$ cat config.mk
export PLATFORM = sky130hd
export DESIGN_NAME = sectioned_slot_allocator
export DESIGN_NICKNAME = d
export VERILOG_FILES = /design/src/hw/rtl/ssa_pkg.sv /design/src/hw/rtl/ssa_front.sv /design/src/hw/rtl/ssa_back.sv /design/src/hw/rtl/sectioned_slot_allocator.sv
export SDC_FILE = /design/constraint.sdc
export NUM_CORES = 2
export LEC_CHECK = 0
export ABC_CLOCK_PERIOD_IN_PS = 5200
export BUFFER_PORTS_ARGS = -buffer_cell sky130_fd_sc_hd__buf_4
export CAP_MARGIN = 20
export CELL_PAD_IN_SITES_DETAIL_PLACEMENT = 1
export CELL_PAD_IN_SITES_GLOBAL_PLACEMENT = 1
export CORE_MARGIN = 5
export CORE_UTILIZATION = 35
export CTS_CLUSTER_DIAMETER = 60
export DETAILED_ROUTE_END_ITERATION = 12
export PLACE_DENSITY_LB_ADDON = 0.2
export REMOVE_ABC_BUFFERS = 1
export SKIP_LAST_GASP = 1
export SYNTH_ARGS = -nofsm -noshare
export SYNTH_HDL_FRONTEND = slang
export SYNTH_HIERARCHICAL = 1
export SYNTH_SLANG_ARGS = --single-unit
$ cat constraint.sdc
create_clock -name clock -period 5.2 [get_ports clock]
set_input_delay 0 -clock clock [delete_from_list [all_inputs] [get_ports clock]]
set_output_delay 0 -clock clock [all_outputs]
set_load 0.02 [all_outputs]
$ cat src/hw/rtl/ssa_pkg.sv
package ssa_pkg;

   localparam int unsigned SLOT_W   = 10;
   localparam int unsigned COUNT_W  = 5;
   localparam int unsigned STATUS_W = 2;
   localparam int unsigned RESULT_LIMIT = 16;

   localparam logic OP_ALLOC   = 1'b0;
   localparam logic OP_RELEASE = 1'b1;

   localparam logic [STATUS_W-1:0] ST_OK           = 2'd0;
   localparam logic [STATUS_W-1:0] ST_INVALID      = 2'd1;
   localparam logic [STATUS_W-1:0] ST_ALREADY_FREE = 2'd2;
   localparam logic [STATUS_W-1:0] ST_SHORT        = 2'd3;

   typedef struct packed {
      logic               op;
      logic [COUNT_W-1:0] request_count;
      logic [SLOT_W-1:0]  slot_index;
   } req_type;

   typedef struct packed {
      logic [SLOT_W-1:0]   granted_slot;
      logic                granted;
      logic [STATUS_W-1:0] status;
      logic                last;
   } rsp_type;

   // classified command handed from front to back
   typedef struct packed {
      logic               op;
      logic [COUNT_W-1:0] want;
      logic [SLOT_W-1:0]  idx;
      logic               bad_idx;
   } cmd_type;

   typedef enum logic [2:0] {
      BK_IDLE,
      BK_LOCATE,
      BK_READ,
      BK_LOAD,
      BK_SCAN,
      BK_REL,
      BK_EMIT
   } back_state_type;

endpackage

$ cat src/hw/rtl/ssa_front.sv
module ssa_front #(
   parameter int unsigned NUM_SLOTS = 1024,
   parameter int unsigned MAX_BATCH = 16
) (
   input  logic             clock,
   input  logic             reset,
   input  logic             req_valid,
   output logic             req_stall,
   input  ssa_pkg::req_type req_data,
   output logic             cmd_avail,
   output ssa_pkg::cmd_type cmd_data,
   input  logic             cmd_pop
);

   localparam int unsigned LIMIT =
      (MAX_BATCH < ssa_pkg::RESULT_LIMIT) ? MAX_BATCH : ssa_pkg::RESULT_LIMIT;
   localparam logic [ssa_pkg::COUNT_W-1:0] LIMIT_V = ssa_pkg::COUNT_W'(LIMIT);

   ssa_pkg::cmd_type q_ff [2];
   ssa_pkg::cmd_type cls;
   logic             wr_ptr_ff, rd_ptr_ff;
   logic [1:0]       cnt_ff, cnt_in;
   logic             push;

   always_comb begin
      cls.op  = req_data.op;
      cls.idx = req_data.slot_index;
      cls.want = (req_data.request_count > LIMIT_V) ? LIMIT_V : req_data.request_count;
      cls.bad_idx = (req_data.slot_index == '0) ||
                    (32'(req_data.slot_index) >= 32'(NUM_SLOTS));
   end

   assign req_stall = (cnt_ff == 2'd2);
   assign push      = req_valid && !req_stall;
   assign cmd_avail = (cnt_ff != 2'd0);
   assign cmd_data  = q_ff[rd_ptr_ff];

   always_comb begin
      cnt_in = cnt_ff;
      if (push && !(cmd_pop && cmd_avail)) begin
         cnt_in = cnt_ff + 2'd1;
      end else if (!push && cmd_pop && cmd_avail) begin
         cnt_in = cnt_ff - 2'd1;
      end
   end

   always_ff @(posedge clock) begin
      if (reset) begin
         cnt_ff    <= 2'd0;
         wr_ptr_ff <= 1'b0;
         rd_ptr_ff <= 1'b0;
      end else begin
         cnt_ff <= cnt_in;
         if (push) begin
            wr_ptr_ff <= !wr_ptr_ff;
         end
         if (cmd_pop && cmd_avail) begin
            rd_ptr_ff <= !rd_ptr_ff;
         end
      end
   end

   always_ff @(posedge clock) begin
      if (push) begin
         q_ff[wr_ptr_ff] <= cls;
      end
   end

endmodule

$ cat src/hw/rtl/ssa_back.sv
module ssa_back #(
   parameter int unsigned NUM_SLOTS     = 1024,
   parameter int unsigned SECTION_SLOTS = 64
) (
   input  logic             clock,
   input  logic             reset,
   input  logic             cmd_avail,
   input  ssa_pkg::cmd_type cmd_data,
   output logic             cmd_pop,
   output logic             rsp_valid,
   input  logic             rsp_stall,
   output ssa_pkg::rsp_type rsp_data
);

   localparam int unsigned SPS    = SECTION_SLOTS;
   localparam int unsigned NSEC   = (NUM_SLOTS + SPS - 1) / SPS;
   localparam int unsigned SEC_W  = (NSEC > 1) ? $clog2(NSEC) : 1;
   localparam int unsigned BP_W   = $clog2(SPS);
   localparam int unsigned BASE_W = $clog2(NUM_SLOTS + 2 * SPS);
   localparam int unsigned K_W    = $clog2(ssa_pkg::RESULT_LIMIT);
   localparam logic [BASE_W-1:0] SPS_V  = BASE_W'(SPS);
   localparam logic [BASE_W-1:0] NUM_V  = BASE_W'(NUM_SLOTS);
   localparam logic [SEC_W-1:0]  LAST_SEC = SEC_W'(NSEC - 1);

   ssa_pkg::back_state_type state_ff, state_in;
   ssa_pkg::cmd_type        cmd_ff;

   logic [SPS-1:0]    mem [NSEC];
   logic [NSEC-1:0]   row_vld_ff;
   logic [SPS-1:0]    rd_data_ff;
   logic [SPS-1:0]    word_ff, word_in;
   logic [SEC_W-1:0]  sec_ff, sec_in;
   logic [BASE_W-1:0] base_ff, base_in;
   logic [BP_W-1:0]   bp_ff, bp_in;
   logic [ssa_pkg::COUNT_W-1:0] got_ff, got_in;
   logic [K_W-1:0]    k_ff, k_in;
   logic [ssa_pkg::SLOT_W-1:0] found_ff [ssa_pkg::RESULT_LIMIT];
   logic              gr_ff, gr_in;
   logic [ssa_pkg::STATUS_W-1:0] st_ff, st_in;

   logic              wr_en;
   logic [SPS-1:0]    wr_word;
   logic              fnd_we;
   logic [K_W-1:0]    fnd_addr;
   logic [ssa_pkg::SLOT_W-1:0] fnd_val;

   logic              out_free;
   logic              rsp_valid_ff;
   ssa_pkg::rsp_type  rsp_ff;
   logic              rsp_load;
   ssa_pkg::rsp_type  rsp_in;

   logic [SPS-1:0]    load_word;
   logic              word_full;
   logic [BP_W-1:0]   first_free;

   assign out_free  = !rsp_valid_ff || !rsp_stall;
   assign rsp_valid = rsp_valid_ff;
   assign rsp_data  = rsp_ff;

   // row not yet written reads as its reset content; slots past the end read used
   always_comb begin
      for (int b = 0; b < SPS; b++) begin
         if (row_vld_ff[sec_ff]) begin
            load_word[b] = rd_data_ff[b];
         end else begin
            load_word[b] = (sec_ff == '0) && (b == 0);
         end
         if (base_ff + BASE_W'(b) >= NUM_V) begin
            load_word[b] = 1'b1;
         end
      end
   end

   always_comb begin
      word_full  = &word_ff;
      first_free = '0;
      for (int b = SPS - 1; b >= 0; b--) begin
         if (!word_ff[b]) begin
            first_free = BP_W'(b);
         end
      end
   end

   always_comb begin
      state_in = state_ff;
      sec_in   = sec_ff;
      base_in  = base_ff;
      bp_in    = bp_ff;
      got_in   = got_ff;
      k_in     = k_ff;
      gr_in    = gr_ff;
      st_in    = st_ff;
      word_in  = word_ff;
      cmd_pop  = 1'b0;
      wr_en    = 1'b0;
      wr_word  = word_ff;
      fnd_we   = 1'b0;
      fnd_addr = '0;
      fnd_val  = '0;
      rsp_load = 1'b0;
      rsp_in   = rsp_ff;

      case (state_ff)
         ssa_pkg::BK_IDLE: begin
            if (cmd_avail) begin
               cmd_pop = 1'b1;
               sec_in  = '0;
               base_in = '0;
               got_in  = '0;
               k_in    = '0;
               fnd_we  = 1'b1;
               fnd_val = cmd_data.idx;
               gr_in   = 1'b0;
               if (cmd_data.op == ssa_pkg::OP_RELEASE) begin
                  if (cmd_data.bad_idx) begin
                     got_in   = ssa_pkg::COUNT_W'(1);
                     st_in    = ssa_pkg::ST_INVALID;
                     state_in = ssa_pkg::BK_EMIT;
                  end else begin
                     state_in = ssa_pkg::BK_LOCATE;
                  end
               end else if (cmd_data.want == '0) begin
                  got_in   = ssa_pkg::COUNT_W'(1);
                  fnd_val  = '0;
                  st_in    = ssa_pkg::ST_OK;
                  state_in = ssa_pkg::BK_EMIT;
               end else begin
                  state_in = ssa_pkg::BK_READ;
               end
            end
         end
         ssa_pkg::BK_LOCATE: begin
            // walk section bases until the index falls inside one
            if (BASE_W'(cmd_ff.idx) < base_ff + SPS_V) begin
               bp_in    = BP_W'(BASE_W'(cmd_ff.idx) - base_ff);
               state_in = ssa_pkg::BK_READ;
            end else begin
               sec_in  = sec_ff + SEC_W'(1);
               base_in = base_ff + SPS_V;
            end
         end
         ssa_pkg::BK_READ: begin
            state_in = ssa_pkg::BK_LOAD;
         end
         ssa_pkg::BK_LOAD: begin
            word_in  = load_word;
            state_in = (cmd_ff.op == ssa_pkg::OP_RELEASE) ? ssa_pkg::BK_REL
                                                          : ssa_pkg::BK_SCAN;
         end
         ssa_pkg::BK_SCAN: begin
            if (word_full || got_ff == cmd_ff.want) begin
               wr_en = 1'b1;
               if (got_ff == cmd_ff.want || sec_ff == LAST_SEC) begin
                  state_in = ssa_pkg::BK_EMIT;
                  if (got_ff == '0) begin
                     got_in   = ssa_pkg::COUNT_W'(1);
                     fnd_we   = 1'b1;
                     fnd_val  = '0;
                     gr_in    = 1'b0;
                     st_in    = ssa_pkg::ST_SHORT;
                  end else begin
                     gr_in = 1'b1;
                     st_in = (got_ff < cmd_ff.want) ? ssa_pkg::ST_SHORT : ssa_pkg::ST_OK;
                  end
               end else begin
                  sec_in   = sec_ff + SEC_W'(1);
                  base_in  = base_ff + SPS_V;
                  state_in = ssa_pkg::BK_READ;
               end
            end else begin
               word_in[first_free] = 1'b1;
               fnd_we   = 1'b1;
               fnd_addr = K_W'(got_ff);
               fnd_val  = ssa_pkg::SLOT_W'(base_ff + BASE_W'(first_free));
               got_in   = got_ff + ssa_pkg::COUNT_W'(1);
            end
         end
         ssa_pkg::BK_REL: begin
            got_in   = ssa_pkg::COUNT_W'(1);
            state_in = ssa_pkg::BK_EMIT;
            if (word_ff[bp_ff]) begin
               wr_en          = 1'b1;
               wr_word[bp_ff] = 1'b0;
               st_in          = ssa_pkg::ST_OK;
            end else begin
               st_in = ssa_pkg::ST_ALREADY_FREE;
            end
         end
         ssa_pkg::BK_EMIT: begin
            if (out_free) begin
               rsp_load            = 1'b1;
               rsp_in.granted_slot = found_ff[k_ff];
               rsp_in.granted      = gr_ff;
               rsp_in.status       = st_ff;
               rsp_in.last         = (ssa_pkg::COUNT_W'(k_ff) + 1'b1 == got_ff);
               k_in                = k_ff + K_W'(1);
               if (rsp_in.last) begin
                  state_in = ssa_pkg::BK_IDLE;
               end
            end
         end
         default: begin
            state_in = ssa_pkg::BK_IDLE;
         end
      endcase
   end

   always_ff @(posedge clock) begin
      if (reset) begin
         state_ff     <= ssa_pkg::BK_IDLE;
         row_vld_ff   <= '0;
         rsp_valid_ff <= 1'b0;
      end else begin
         state_ff <= state_in;
         if (wr_en) begin
            row_vld_ff[sec_ff] <= 1'b1;
         end
         if (rsp_load) begin
            rsp_valid_ff <= 1'b1;
         end else if (!rsp_stall) begin
            rsp_valid_ff <= 1'b0;
         end
      end
   end

   always_ff @(posedge clock) begin
      if (cmd_pop) begin
         cmd_ff <= cmd_data;
      end
      sec_ff  <= sec_in;
      base_ff <= base_in;
      bp_ff   <= bp_in;
      got_ff  <= got_in;
      k_ff    <= k_in;
      gr_ff   <= gr_in;
      st_ff   <= st_in;
      word_ff <= word_in;
      if (fnd_we) begin
         found_ff[fnd_addr] <= fnd_val;
      end
      if (rsp_load) begin
         rsp_ff <= rsp_in;
      end
   end

   always_ff @(posedge clock) begin
      rd_data_ff <= mem[sec_ff];
      if (wr_en) begin
         mem[sec_ff] <= wr_word;
      end
   end

   a_got_le_want: assert property (@(posedge clock) disable iff (reset)
      (state_ff == ssa_pkg::BK_SCAN) |-> (got_ff <= cmd_ff.want))
      else $error("more slots taken than requested");

   a_no_reserved_grant: assert property (@(posedge clock) disable iff (reset)
      (rsp_valid_ff && rsp_ff.granted) |-> (rsp_ff.granted_slot != '0))
      else $error("reserved slot granted");

   a_write_state: assert property (@(posedge clock) disable iff (reset)
      wr_en |-> (state_ff == ssa_pkg::BK_SCAN || state_ff == ssa_pkg::BK_REL))
      else $error("bitmap written outside scan or release");

   a_pop_idle: assert property (@(posedge clock) disable iff (reset)
      cmd_pop |=> (state_ff != ssa_pkg::BK_IDLE))
      else $error("command popped without being taken");

endmodule

$ cat src/hw/rtl/sectioned_slot_allocator.sv
// Sectioned slot allocator: used/free bitmap over NUM_SLOTS slots in sections.
// Request channel (req_valid/req_stall/req_data): op 0 allocates up to
// request_count slots (clamped to MAX_BATCH and 16), op 1 releases slot_index.
// Result channel (rsp_valid/rsp_stall/rsp_data): allocate returns one beat per
// granted slot in ascending order, last on the final beat, status short on all
// beats when fewer were found, or one empty beat. Release returns one beat.
// A two-entry request queue decouples intake from the execution engine, which
// reads one bitmap row per section (read, load, then one find-first per cycle).
// A release walks the section bases to its section, then reads, loads, checks
// and clears the bit and emits; an allocate reads, loads and scans each section
// it visits, then emits. Further beats follow one per cycle while the result
// channel is not stalled. The engine runs one command at a time. Reset empties
// the queue and marks every bitmap row as holding its reset content (slot 0
// used, rest free), so no clearing pass is needed. A stalled result holds its
// beat in the output register; the engine waits, and the queue keeps accepting
// until full.
module sectioned_slot_allocator #(
   parameter int unsigned NUM_SLOTS     = 1024,
   parameter int unsigned SECTION_SLOTS = 64,
   parameter int unsigned MAX_BATCH     = 16
) (
   input  logic             clock,
   input  logic             reset,
   input  logic             req_valid,
   output logic             req_stall,
   input  ssa_pkg::req_type req_data,
   output logic             rsp_valid,
   input  logic             rsp_stall,
   output ssa_pkg::rsp_type rsp_data
);

   // classified command handoff
   logic             cmd_avail;
   logic             cmd_pop;
   ssa_pkg::cmd_type cmd_data;

   ssa_front #(
      .NUM_SLOTS (NUM_SLOTS),
      .MAX_BATCH (MAX_BATCH)
   ) u_front (
      .clock     (clock),
      .reset     (reset),
      .req_valid (req_valid),
      .req_stall (req_stall),
      .req_data  (req_data),
      .cmd_avail (cmd_avail),
      .cmd_data  (cmd_data),
      .cmd_pop   (cmd_pop)
   );

   // engine owns the bitmap and the output register
   ssa_back #(
      .NUM_SLOTS     (NUM_SLOTS),
      .SECTION_SLOTS (SECTION_SLOTS)
   ) u_back (
      .clock     (clock),
      .reset     (reset),
      .cmd_avail (cmd_avail),
      .cmd_data  (cmd_data),
      .cmd_pop   (cmd_pop),
      .rsp_valid (rsp_valid),
      .rsp_stall (rsp_stall),
      .rsp_data  (rsp_data)
   );

endmodule
# After elaboration in Yosys (flattened, before gate mapping)
# Memories as Yosys holds them, arrays and structs flattened. A register that Yosys moved wholly into a read port is not among the register bits.
# Cells that the tools add are included.
# classes
n_addsub	72
mul	0
div	0
order_cmp	73
eq_ne	24
shifts	0
n_mux	283
n_bitwise	4
reduce_logical	40
# op_table
cell	n
11-bit greater-or-equal comparator, second input constant	64
6-bit two-way mux	64
11-bit by 6-bit adder with 11-bit output, second input constant	32
64-bit two-way mux	3
11-bit by 5-bit adder with 11-bit output, second input constant	16
1-bit two-way mux	159
64-bit one-hot mux with 2 select lines	1
11-bit by 4-bit adder with 11-bit output, second input constant	8
64-bit AND	1
64-bit NOT	1
64-bit OR	1
64-bit AND reduction	1
11-bit by 3-bit adder with 11-bit output, second input constant	4
11-bit two-way mux	4
10-bit two-way mux	4
11-bit one-hot mux with 3 select lines	1
5-bit two-way mux	6
4-bit two-way mux	7
3-bit two-way mux	9
11-bit by 2-bit adder with 11-bit output, second input constant	2
2-bit two-way mux	11
3-bit one-hot mux with 7 select lines	1
10-bit one-hot mux with 2 select lines	1
16-bit OR	1
49 further kinds	94
# word_totals
regBits	141
latch_bits	0
mem_bits_rw	1218
mem_bits_ro	0
in_bits	20
out_inout_bits	16
wordCells	519
memories	3
# mem_list
name	depth	word_bits	rd	rd_ports_with_merged_regs	wr	line	text
u_back.mem	16	64	1	1	1	ssa_back.sv:28	logic [SPS-1:0] mem [NSEC];
u_back.found_ff	16	10	1	1	1	ssa_back.sv:37	logic [ssa_pkg::SLOT_W-1:0] found_ff [ssa_pkg::RESULT_LIMIT];
u_front.q_ff	2	17	1	1	1	ssa_front.sv:19	ssa_pkg::cmd_type q_ff [2];

# Depth between registers and ports, before layout
# depth
word_depth	71
mapped_depth	10
mapped_depth_nobuf	10

# Modules after synthesis
# The synthesis kept the hierarchy.
# by_module_without_submodules
module	instances	cells_each	area_each_um2	seq_area_each_um2
ssa_back	1	2748	55197.9	40869.2
ssa_front	1	88	1510.2	1121.1

# Least setup slack after synthesis
# Ideal clock, no wire load.
# synth_timing
path_kind	register -> register
start	reg u_back.word_ff[5]
end	mem u_back/mem[15][0] (netlist name), enable pin
setup_ps	429
arrival_time_ps	3549
t_required_ps	4771
slack_ps	1221
stages_incl_launch_ff	10
n_path_buf	2
period_less_slack_ps	3979
cell_sequence	edfxtp_1 -> nand4_2 -> or4_1 -> buf_4 -> nor2_4 -> a31oi_1 -> nor2_4 -> a21o_2 -> buf_6 -> and3_1
# synth_between
elab_chain_len	6
# synth_lines
item	line	text
start, declared	ssa_back.sv:31	logic [SPS-1:0] word_ff, word_in;
start signal, assigned	ssa_back.sv:238	word_ff <= word_in;
1-bit binary-select mux with 6-bit select / 64-bit AND reduction (equally long branches)	ssa_back.sv:182, ssa_back.sv:76	
1-bit two-way mux (not written as such) / 1-bit logical OR (equally long branches)	ssa_back.sv:182, ssa_back.sv:152	
1-bit two-way mux (on tied branches)	ssa_back.sv:182, ssa_back.sv:152	
1-bit one-hot mux with 2 select lines *	ssa_back.sv:104	case (state_ff)
1-bit two-way mux *	ssa_back.sv:249	if (wr_en) begin
1-bit two-way mux (not written as such) *	ssa_back.sv:250	mem[sec_ff] <= wr_word;
end, declared	ssa_back.sv:28	
# Every way passes the cells marked *; elsewhere a longest branch is shown, timed or not. The select of a mux whose other input is x is not followed.

# Final worst setup path
# layout_timing
start	reg u_back.word_ff[8]
end	mem u_back/mem[8][42] (netlist name), enable pin
# Same word-level chain as after synthesis.

==> flow_metrics.tcl <==
set metrics [dict create \
    drt_iter0_markers 2659 \
    cpMaxStageDelayCell "or4_1" \
    fill_cells 15300 \
    ant_nets 0 \
    wl_um 154000 \
    grt_pass1_wl_um 223000 \
    max_cap_viol_count 0 \
    initial_core_util_pct 35.3 \
    fp.dieW_um 413 \
    criticalPathCategory "flop to flop" \
    clk_pin_slew_ps 60 \
    layout-drive-gt1-share_pct 26.9 \
    fin_crit_ps 4250 \
    multiInputGateArea_um2 14000 \
    netlist_instances 2836 \
    grt_setup_unrepaired "false" \
    yosysTopAreaCellShare_pct 70.9 \
    clock_latency_ps 770 \
    io_pins 36 \
    synth_top_area_cell "edfxtp_1" \
    synth.area.top_cells "edfxtp_1, mux4_2, dfxtp_1" \
    vdd_ir_drop_max_v 0.000408 \
    synth_area_per_cell_um2 20.0 \
    setup_viol 0 \
    final_common_cell "edfxtp_1" \
    postSynth.asyncResetShare_pct 0 \
    io_buffers 35 \
    antenna_found_initial 3 \
    vias 29000 \
    clock_skew_ps 36.0 \
    synthesis.area_um2 56700 \
    synth_seq_cells 1428 \
    maxSlewViolCount 0 \
    layout_common_cells "edfxtp_1, mux4_2, clkbuf_16, a21oi_1, nor2_1" \
    hold_viol 0 \
    synth_edf_count 1339 \
    route.detailed.wl_per_inst_um 29.0 \
    core_region_area_um2 161000 \
    cts-root-buf "clkbuf_16" \
    arrival_ps 4690 \
    fmax_mhz 235 \
    yosysWarnings 6 \
    grt_pass1_vias 30700 \
    n_antenna_cell 0 \
    placed_cells 4967 \
    die_area_um2 170000 \
    leakagePower_nw 20.7 \
    row_count 147 \
    ctsLongestPathBuffers 3 \
    grt_usage_pct 18.0 \
    status "complete, no violations" \
    firstDrtPassIters 5 \
    yosys_most_used_dff "edfxtp_1" \
    rr_worst_depth 8 \
    seq_area_frac_synth_pct 74.0 \
    drc 0 \
    critical_path.most_common_cell "nor2_4" \
    p_total_w 0.0343 \
    cts_sinks 1428 \
    cts_max_level 4 \
    tightest_slew_ps 1220 \
    p_per_area_nw_per_um2 521 \
    min_path_cells 3 \
    grt_overflow 0 \
    cts_tree "yes" \
    worstPathCellList "nand4_1 > or4_1 > nor2_4 > a31oi_1 > nor2_4 > a21o_2 > and3_4 > buf_4" \
    crit_path_start_kind "flop" \
    regArea_um2 42000 \
    vias_per_cell 5.48 \
    slew_headroom_pct 18.8 \
    crit_path_max_fanout 23 \
    synthDistinctLibCells 86 \
    area_delta_synth_final_pct 15.9 \
    min_path_type "primary input to flop" \
    cp.required_ps 5640 \
    slowest_delay_ps 810 \
    nets 3045 \
    cts_buffers 156 \
    end_kind "flop" \
    fin_cells 5294 \
    dp_hpwl_um 92700 \
    die_y_um 413 \
    final.period_utilization_pct 81.7 \
    grt_max_degree 138 \
    place_congestion 0.900 \
]
-- where the power goes --
group | total (W) | internal (W) | switching [W]
Clock | 0.0110 | 0.00657 | 0.00446
Combinational | 0.00834 | 0.00366 | 0.00468
Sequential | 0.0149 | 0.0140 | 0.000862
Total | 0.0343 | 0.0242 | 0.0100
-- worst paths after layout --
path	from	slack (ps)	to
worst min register to register	u_back/gr_ff$_SDFFCE_PN0P_	420	u_back/rsp_data[3]$_DFFE_PP_
worst min-delay path	req_data[9]	120	u_front/q_ff[1][0]$_DFFE_PP_
worst max register to register	u_back/word_ff[8]$_DFFE_PP_	950	u_back/mem[8][42]$_DFFE_PP_
worst max-delay path	u_back/word_ff[8]$_DFFE_PP_	950	u_back/mem[8][42]$_DFFE_PP_
-- cell usage after synthesis (13+ instances only) --
master	number
inv_1	38
nand3_1	28
clkbuf_1	97
mux4_2	382
nor3_1	33
a31oi_1	17
a311oi_1	13
edfxtp_1	1339
nand4_1	37
nand3b_1	21
a21oi_1	129
mux2_2	24
ha_1	17
o21ai_0	26
buf_1	32
a21boi_0	15
o21a_1	36
nor2b_1	25
dfxtp_1	89
nand2b_1	18
nand2_1	52
a211oi_1	13
nor2_1	123
and3_1	25
a32oi_1	16
buf_2	30
-- cells by family after synthesis --
| family | after synthesis | synth area share [%] |
|---|---|---|
| flip-flops | 1428 | 74.0 |
| adder cells (fa/ha/maj) | 17 | 0.375 |
| AO/OA/AOI/OAI | 330 | 3.92 |
| XOR/XNOR | 15 | 0.232 |
| multiplexers | 415 | 15.8 |
| buffers and inverters | 205 | 1.50 |
| AND/OR/NAND/NOR | 426 | 4.09 |
-- metrics by stage --
stage                     setup TNS [ps]  util, %  hold slack (ps)  setup slack, ps  cell area (um^2)
after detailed placement               0     37.4              203              967             60200
after global routing                   0     40.9             80.1              739             65700
final                                  0     40.9              117              949             65700
after CTS                              0     40.8             59.9              934             65600
after floorplan                 -8594490        -             69.1            -7600             56000
after global placement                 0     37.4              199              885             60100
-- layer usage --
layer | global-route usage [%] | vias to the layer above | part of all wire (%)
met1 | 25.3 | 15800 | 44
met2 | 28.8 | 885 | 48
li1 | - | 12200 | -
met5 | 0 | - | 0.0065
met3 | 3.44 | 203 | 5.5
met4 | 4.77 | 2 | 2.4
-- registers in the layout (all words and copies together), names as in the netlist, 2 cells and up, named ones only --
| register | count |
|---|---|
| u_back/cmd_ff | 16 |
| u_back/base_ff | 5 |
| u_back/state_ff | 3 |
| u_back/rd_data_ff | 64 |
| u_front/q_ff | 34 |
| u_back/rsp_data | 14 |
| u_back/st_ff | 2 |
| u_back/found_ff | 160 |
| u_front/cnt_ff | 2 |
| u_back/sec_ff | 4 |
| u_back/row_vld_ff | 16 |
| u_back/bp_ff | 6 |
| u_back/got_ff | 5 |
| u_back/mem | 1024 |
| u_back/k_ff | 4 |
| u_back/word_ff | 64 |
-- critical path: cells and delay by family (launching register included) --
family / cells / cell delay, ps
flops: 1 / 490
simple gates: 5 / 2460
buf+inv: 1 / 360
compound gates: 2 / 580
-- final cells by class --
class                      count  area share, %
clock buffer                 217           6.64
multi-input combinational   1203           21.3
clock inverter                67           1.15
inverter                      39          0.223
sequential                  1428           63.9
tap                         2160           4.11
timing repair buffer         180           2.67
-- what timing repair did --
item                                   in CTS  in global routing
hold buffers                               32                  0
endpoints found under the hold margin      77                  0
resized for setup                           0                  0
buffers inserted                            0                  0
(Power assumes the default switching activity.)
